### src/design/ufbs_pkg.sv
// Shared types and constants for the union-find (union by size) block.
// Used by ufbs_ctrl, ufbs_dp, the top level and the checker.
// Depends on nothing.
`timescale 1ns / 1ps

package ufbs_pkg;

    // Field widths of the request and the result.
    localparam int ELEM_W   = 11;
    localparam int SIZE_W   = 11;
    localparam int TDATA_IW = 24;
    localparam int TDATA_OW = 24;

    // Element count after reset.
    localparam logic [ELEM_W-1:0] COUNT_RESET = 11'd1024;

    // Operation codes carried in tuser.
    localparam logic OP_FIND  = 1'b0;
    localparam logic OP_UNION = 1'b1;

    // Commands from the controller to the datapath.
    typedef struct packed {
        logic accept;      // latch the request and its range check
        logic clr_wr;      // clearing pass write at the sweep index
        logic use_b;       // the walk starts at elem_b instead of elem_a
        logic rd_start;    // read parent of the start element
        logic up_step;     // one hop toward the root
        logic cmp_step;    // one hop of path compression
        logic save_ra;     // first root found
        logic save_rb;     // second root found
        logic sz_rd_ra;    // read size of the first root
        logic sz_rd_rb;    // read size of the second root, keep the first
        logic link;        // link smaller root under larger, add sizes
        logic sz_rd_res;   // read size of the result root
        logic cap_size;    // capture the result size
        logic finish_bad;  // build an out-of-range result
        logic load_out;    // move the result into the output register
    } t_cmd;

    // Status from the datapath to the controller.
    typedef struct packed {
        logic clr_last;    // sweep index is at the last entry
        logic at_root;     // parent read equals the current node
        logic cmp_done;    // compression walk has reached the root
        logic bad;         // the latched request is out of range
        logic is_union;    // the latched request is a union
        logic same_root;   // both roots are the same element
        logic out_free;    // output register can take a result
    } t_sts;

endpackage

### src/design/ufbs_ctrl.sv
// Controller state machine for the union-find block.
// Sequences the clearing pass, root walks, compression and linking.
// Depends on ufbs_pkg.
`timescale 1ns / 1ps

module ufbs_ctrl (
    input  logic          i_clk,
    input  logic          i_rst_n,
    input  logic          i_in_valid,
    output logic          o_in_ready,
    input  ufbs_pkg::t_sts i_sts,
    output ufbs_pkg::t_cmd o_cmd
);
    import ufbs_pkg::*;

    typedef enum logic [3:0] {
        ST_CLEAR,
        ST_IDLE,
        ST_CHECK,
        ST_F_ISSUE,
        ST_F_WALK,
        ST_C_ISSUE,
        ST_C_WALK,
        ST_SZ_RES,
        ST_SZ_CAP,
        ST_SZ_A,
        ST_SZ_B,
        ST_LINK,
        ST_DONE
    } t_state;

    t_state r_state, n_state;
    logic   r_second, n_second;

    // Next state and the second-walk flag.
    always_comb begin
        n_state  = r_state;
        n_second = r_second;
        unique case (r_state)
            ST_CLEAR: begin
                if (i_sts.clr_last) n_state = ST_IDLE;
            end
            ST_IDLE: begin
                if (i_in_valid) n_state = ST_CHECK;
            end
            ST_CHECK: begin
                n_second = 1'b0;
                n_state  = i_sts.bad ? ST_DONE : ST_F_ISSUE;
            end
            ST_F_ISSUE: n_state = ST_F_WALK;
            ST_F_WALK: begin
                if (i_sts.at_root) n_state = ST_C_ISSUE;
            end
            ST_C_ISSUE: n_state = ST_C_WALK;
            ST_C_WALK: begin
                if (i_sts.cmp_done) begin
                    if (!r_second) begin
                        if (i_sts.is_union) begin
                            n_second = 1'b1;
                            n_state  = ST_F_ISSUE;
                        end else begin
                            n_state = ST_SZ_RES;
                        end
                    end else begin
                        n_state = i_sts.same_root ? ST_SZ_RES : ST_SZ_A;
                    end
                end
            end
            ST_SZ_RES: n_state = ST_SZ_CAP;
            ST_SZ_CAP: n_state = ST_DONE;
            ST_SZ_A:   n_state = ST_SZ_B;
            ST_SZ_B:   n_state = ST_LINK;
            ST_LINK:   n_state = ST_DONE;
            ST_DONE: begin
                if (i_sts.out_free) n_state = ST_IDLE;
            end
            default:   n_state = ST_CLEAR;
        endcase
    end

    // State and flag registers.
    always_ff @(posedge i_clk) begin
        if (!i_rst_n) begin
            r_state  <= ST_CLEAR;
            r_second <= 1'b0;
        end else begin
            r_state  <= n_state;
            r_second <= n_second;
        end
    end

    // Commands decoded from the current state.
    always_comb begin
        o_cmd       = '0;
        o_cmd.use_b = r_second;
        unique case (r_state)
            ST_CLEAR:   o_cmd.clr_wr     = 1'b1;
            ST_IDLE:    o_cmd.accept     = i_in_valid;
            ST_CHECK:   o_cmd.finish_bad = i_sts.bad;
            ST_F_ISSUE: o_cmd.rd_start   = 1'b1;
            ST_F_WALK:  o_cmd.up_step    = 1'b1;
            ST_C_ISSUE: o_cmd.rd_start   = 1'b1;
            ST_C_WALK: begin
                o_cmd.cmp_step = 1'b1;
                o_cmd.save_ra  = i_sts.cmp_done && !r_second;
                o_cmd.save_rb  = i_sts.cmp_done && r_second;
            end
            ST_SZ_RES:  o_cmd.sz_rd_res  = 1'b1;
            ST_SZ_CAP:  o_cmd.cap_size   = 1'b1;
            ST_SZ_A:    o_cmd.sz_rd_ra   = 1'b1;
            ST_SZ_B:    o_cmd.sz_rd_rb   = 1'b1;
            ST_LINK:    o_cmd.link       = 1'b1;
            ST_DONE:    o_cmd.load_out   = i_sts.out_free;
            default:    o_cmd            = '0;
        endcase
    end

    assign o_in_ready = (r_state == ST_IDLE);

endmodule

### config.mk
export PLATFORM = sky130hd
export DESIGN_NAME = ufbs_ctrl
export DESIGN_NICKNAME = d
export VERILOG_FILES = /design/src/design/ufbs_pkg.sv /design/src/design/ufbs_ctrl.sv
export SDC_FILE = /design/constraint.sdc
export NUM_CORES = 1
export LEC_CHECK = 0
export BUFFER_PORTS_ARGS = -buffer_cell sky130_fd_sc_hd__buf_4
export CAP_MARGIN = 10
export CORE_AREA = 2 2 39 41
export CTS_CLUSTER_DIAMETER = 60
export DETAILED_ROUTE_END_ITERATION = 8
export DIE_AREA = 0 0 41 43
export PLACE_DENSITY_LB_ADDON = 0.25
export SETUP_SLACK_MARGIN = 0.2
export SLEW_MARGIN = 40
export SYNTH_ARGS = -nofsm -noshare
export SYNTH_HDL_FRONTEND = slang
export SYNTH_SLANG_ARGS = --single-unit
### constraint.sdc
create_clock -name i_clk -period 3.05 [get_ports i_clk]
set_clock_uncertainty 0.2 [all_clocks]
set_input_delay 0 -clock i_clk [delete_from_list [all_inputs] [get_ports i_clk]]
set_output_delay 0 -clock i_clk [all_outputs]
set_load 0.02 [all_outputs]
Word-level counts from Yosys, hierarchy flattened:

Cells that the tools add are included.

* bits in registers: 5
* input port bits: 10
* output and inout bits: 16
* logic and storage cells: 56

* equal/unequal tests: 17
* muxes and demuxes: 27
* reductions and logical operators: 10

Operators with widths (count)
* $pmux W4 S12: 1
* $mux W4: 8
* $eq A4 B4 Y1 const B: 5
* $eq A4 B3 Y1 const B: 4
* $mux W1: 15
* $reduce_or A13 Y1: 1
* $ne A2 B2 Y1 const B: 5
* $eq A4 B2 Y1 const B: 2
* $mux W3: 2
* $reduce_and A5 Y1: 1
* $eq A4 B1 Y1 const B: 1
* $logic_not A4 Y1: 1
* $reduce_or A2 Y1: 2
* $logic_and A1 B1 Y1: 2
* $pmux W1 S2: 1
* $reduce_and A2 Y1: 1
* $reduce_bool A2 Y1: 1
* $logic_not A1 Y1: 1

Logic depth before layout (Yosys ltp):

* depth in word-level cells: 4
* gate-level depth with buffers: 6

Worst setup path before layout:

OpenSTA, ideal clock, no wires.

* path kind: flip-flop to output port
* from: reg r_state[1]
* to: out o_cmd[14] (netlist bit)
* arrival time: 1.550 ns
* data required time: 2.850 ns
* slack: 1.300 ns
* stages on the path, launching flop included: 5
* buffers on the path: 2
* path through: dfxtp_1 buf_4 clkbuf_1 nor3_1 and2_1

RTL lines
* from (decl): RTL line ufbs_ctrl.sv:32 `t_state r_state, n_state;`
* from (signal assigned): RTL line ufbs_ctrl.sv:87 `r_state <= n_state;`
* to (decl): RTL line ufbs_ctrl.sv:12 `output ufbs_pkg::t_cmd o_cmd`

Final worst setup path:

* from: reg r_state[3]
* to: reg r_state[2]

* word-level cells in the longest chain between the ends: 3
* elaborated cells between the ends (all ways): 21
* those cells by class: 17 x eq/ne; 1 x mux; 3 x reduce/logical

RTL lines
* $eq A4 B4 Y1 (tied with other cells): RTL line ufbs_ctrl.sv:39 `unique case (r_state)`
* $reduce_or A2 Y1 (no source line) or $ne A2 B2 Y1 (tied branches)
* $pmux W4 S12 or $reduce_and A5 Y1 (tied branches)

Parallel ways exist; a longest one is shown, timed or not.
A chain may end at the register's enable or synchronous reset.

==> results_dict.tcl <==
set metrics [dict create \
    outcome "complete, no violations" \
    dp.cells 111 \
    antenna_found_initial 0 \
    startpoint "r_state[3]" \
    post-route-min-period_ns 2.66 \
    syn-num-nets 87 \
    clk_pin_slew_worst_paths_ns 0.05 \
    insertedDiodeCount 0 \
    wl_per_cell_um 12.8 \
    max_stage_delay_ns 0.60 \
    power_frac_clock_pct 12.8 \
    worstSetupEndpointType "register" \
    post-place-ws_ns 1.23 \
    cts_made_buffers 3 \
    grt_pass1_vias 580 \
    total_power_mw 0.602 \
    cp.depth 5 \
    yosys_warnings 0 \
    final_cells 122 \
    hold_path_class "in -> reg" \
    yosys_most_used_dff "dfxtp_1" \
    switchingPower_mw 0.297 \
    crit_type "reg -> reg" \
    grt_usage_pct 20.6 \
    postCtsSetupBuffers 0 \
    nets 117 \
    reg2reg_to "r_state[2]" \
    ys_seq_area_share_pct 17.8 \
    h-tree-depth 1 \
    pwr_density_cell_nw_per_um2 730 \
    syn_inst 77 \
    r2r_setup_slack_ns 0.39 \
    gp_congestion 0.755 \
    start_util_pct 40.7 \
    min_from "i_sts[5]" \
    placementRows 14 \
    netlist_area_um2 563 \
    reg2reg_depth 5 \
    timing.final.ws_setup_ns 0.389 \
    die_h_um 43 \
    finalCritPeriodShare_pct 87.2 \
    cp_common_cell "dlygate4sd3_1" \
    die_x_um 41 \
    holdWs_ns 0.0938 \
    ctsRootBufferMaster "clkbuf_4" \
    synth_top_area_cell "dfxtp_1" \
    synth.top_cell.area_share_pct 17.8 \
    min_to "r_state[0]" \
    cts_num_sinks 5 \
    synth_cell_types 35 \
    cp_top_family "buffers and inverters" \
    swShare_pct 49.3 \
    synth_edf_count 0 \
    cts_tree "yes" \
    grt_pass1_wl_um 2410 \
    min_path_cells 4 \
    routed_wl_um 1570 \
    worstPathMaxFanout 18 \
    ys_ff_latch 5 \
    crit_path_top_delay_cell "dlygate4sd3_1" \
    placed_area_um2 728 \
    p_seq_share_pct 28.4 \
    route.detailed.drc 0 \
    cp.arrival_ns 2.59 \
    clockBufferDepth 2 \
    dr.pass1.iters 4 \
    slew_headroom_pct 58.0 \
    drt-initial-drc-count 7 \
    cts_resized 0 \
    synth_area_leaders "dfxtp_1 18%, nor3_1 5.3%, nand2_1 5.3%, nand2b_1 4.4%, nand3b_1 4.0%" \
    rsz0062_at_grt "no" \
    power.leakage_nw 0.343 \
    cts_hold_buf 7 \
    internal_power_mw 0.305 \
    fmax_mhz 376 \
    io_pins 26 \
    port_buffers 25 \
    synthArstFlopShare_pct 0 \
    vias_per_cell 5.62 \
    area_delta_synth_final_pct 46.4 \
    clock_latency_ns 0.24 \
    post-dp-hpwl_um 1120 \
    ant_nets 0 \
    final_util_pct 59.6 \
    yosysMostFrequentCell "nand2_1" \
    coreArea_um2 1380 \
    avgSynthCellArea_um2 7.31 \
    grt_overflow_total 0 \
    die_area_um2 1760 \
    r2r_start "r_state[3]" \
    required_ns 2.98 \
    cp_num_buf_inv 2 \
    peakVddDrop_mv 0.396 \
    tightestPinTransition_ns 0.630 \
    cp-start-kind "register" \
    setup-tns-final_ns 0 \
    synth_common_cells "8 x nand2_1, 6 x nor3_1, 5 x dfxtp_1, 5 x nor2_1" \
    setup_viol 0 \
    drive_above_1_share_pct 34.9 \
    drv_slew 0 \
    finalHoldViolCount 0 \
    worstPathCellList "or3_4 > o31ai_4 > dlygate4sd3_1 > a31oi_1 > dlygate4sd3_1" \
    comb_power_share_pct 58.8 \
    cap_violations 0 \
    fin_area_um2 825 \
    grt_max_degree 19 \
    via_count 686 \
]
worst max-delay path by stage:
stage | to | slack [ns]
floorplan | o_cmd[14] | 1.30
global route | r_state[2] | 0.32
finish | r_state[2] | 0.39
CTS | r_state[2] | 0.40
detailed placement | o_cmd[8] | 1.23
global placement | o_cmd[7] | 1.26
cells by family (layout without fill, tap and decap cells):
kind of cell	after synthesis	after routing	share of synthesized area [%]
AND/OR/NAND/NOR	42	42	43.8
AO/OA/AOI/OAI	20	20	28.0
buffers and inverters	9	38	8.89
flip-flops	5	5	17.8
XOR/XNOR	1	1	1.56
cell usage in the layout (no fill, tap or decap), types with 2 or more instances in the layout:
| master | netlist | routed |
|---|---|---|
| nor3b_1 | 2 | 2 |
| nand2_1 | 8 | 8 |
| nor2_1 | 5 | 5 |
| nor2b_1 | 3 | 3 |
| dlygate4sd3_1 | 0 | 7 |
| nor3_1 | 6 | 6 |
| a31oi_1 | 2 | 2 |
| clkbuf_4 | 0 | 3 |
| nor4_1 | 2 | 2 |
| buf_4 | 2 | 25 |
| inv_1 | 2 | 2 |
| o21ai_2 | 2 | 2 |
| a21oi_1 | 4 | 4 |
| and3_1 | 2 | 2 |
| nand2b_1 | 4 | 4 |
| o21ai_0 | 3 | 3 |
| dfxtp_1 | 5 | 5 |
| and2_1 | 2 | 2 |
| nand3b_1 | 3 | 3 |
sequential cells by signal (all words and copies together), names as in the netlist:
register / cells
r_state: 4
r_second: 1
power groups by stage:
stage	clock [mW]	sequential (mW)	combinational, mW
2_1_floorplan	0	0.0928	0.322
3_3_place_gp	0	0.167	0.330
3_5_place_dp	0	0.171	0.335
4_1_cts	0.0785	0.170	0.355
5_1_grt	0.0852	0.178	0.386
6_report	0.0770	0.171	0.354
metal layers:
layer  track usage, %  wire length [um]
met1             25.4               693
met2             30.6               711
met3             3.66               119
met4             14.0                42
met5                0                 0
worst min-delay path: cells and delay by family:
family | cells | cell delay, ns
AO/OA/AOI/OAI | 3 | 0.38
buffers and inverters | 1 | 0.11
layout make-up:
| class | count | area [um^2] |
|---|---|---|
| multi-input combinational | 63 | 413 |
| tap | 16 | 20.0 |
| timing repair buffer | 32 | 258 |
| clock buffer | 4 | 26.3 |
| fill | 144 | 559 |
| sequential | 5 | 100 |
| inverter | 2 | 7.51 |
Note: power is estimated with default switching activity, not from simulation.
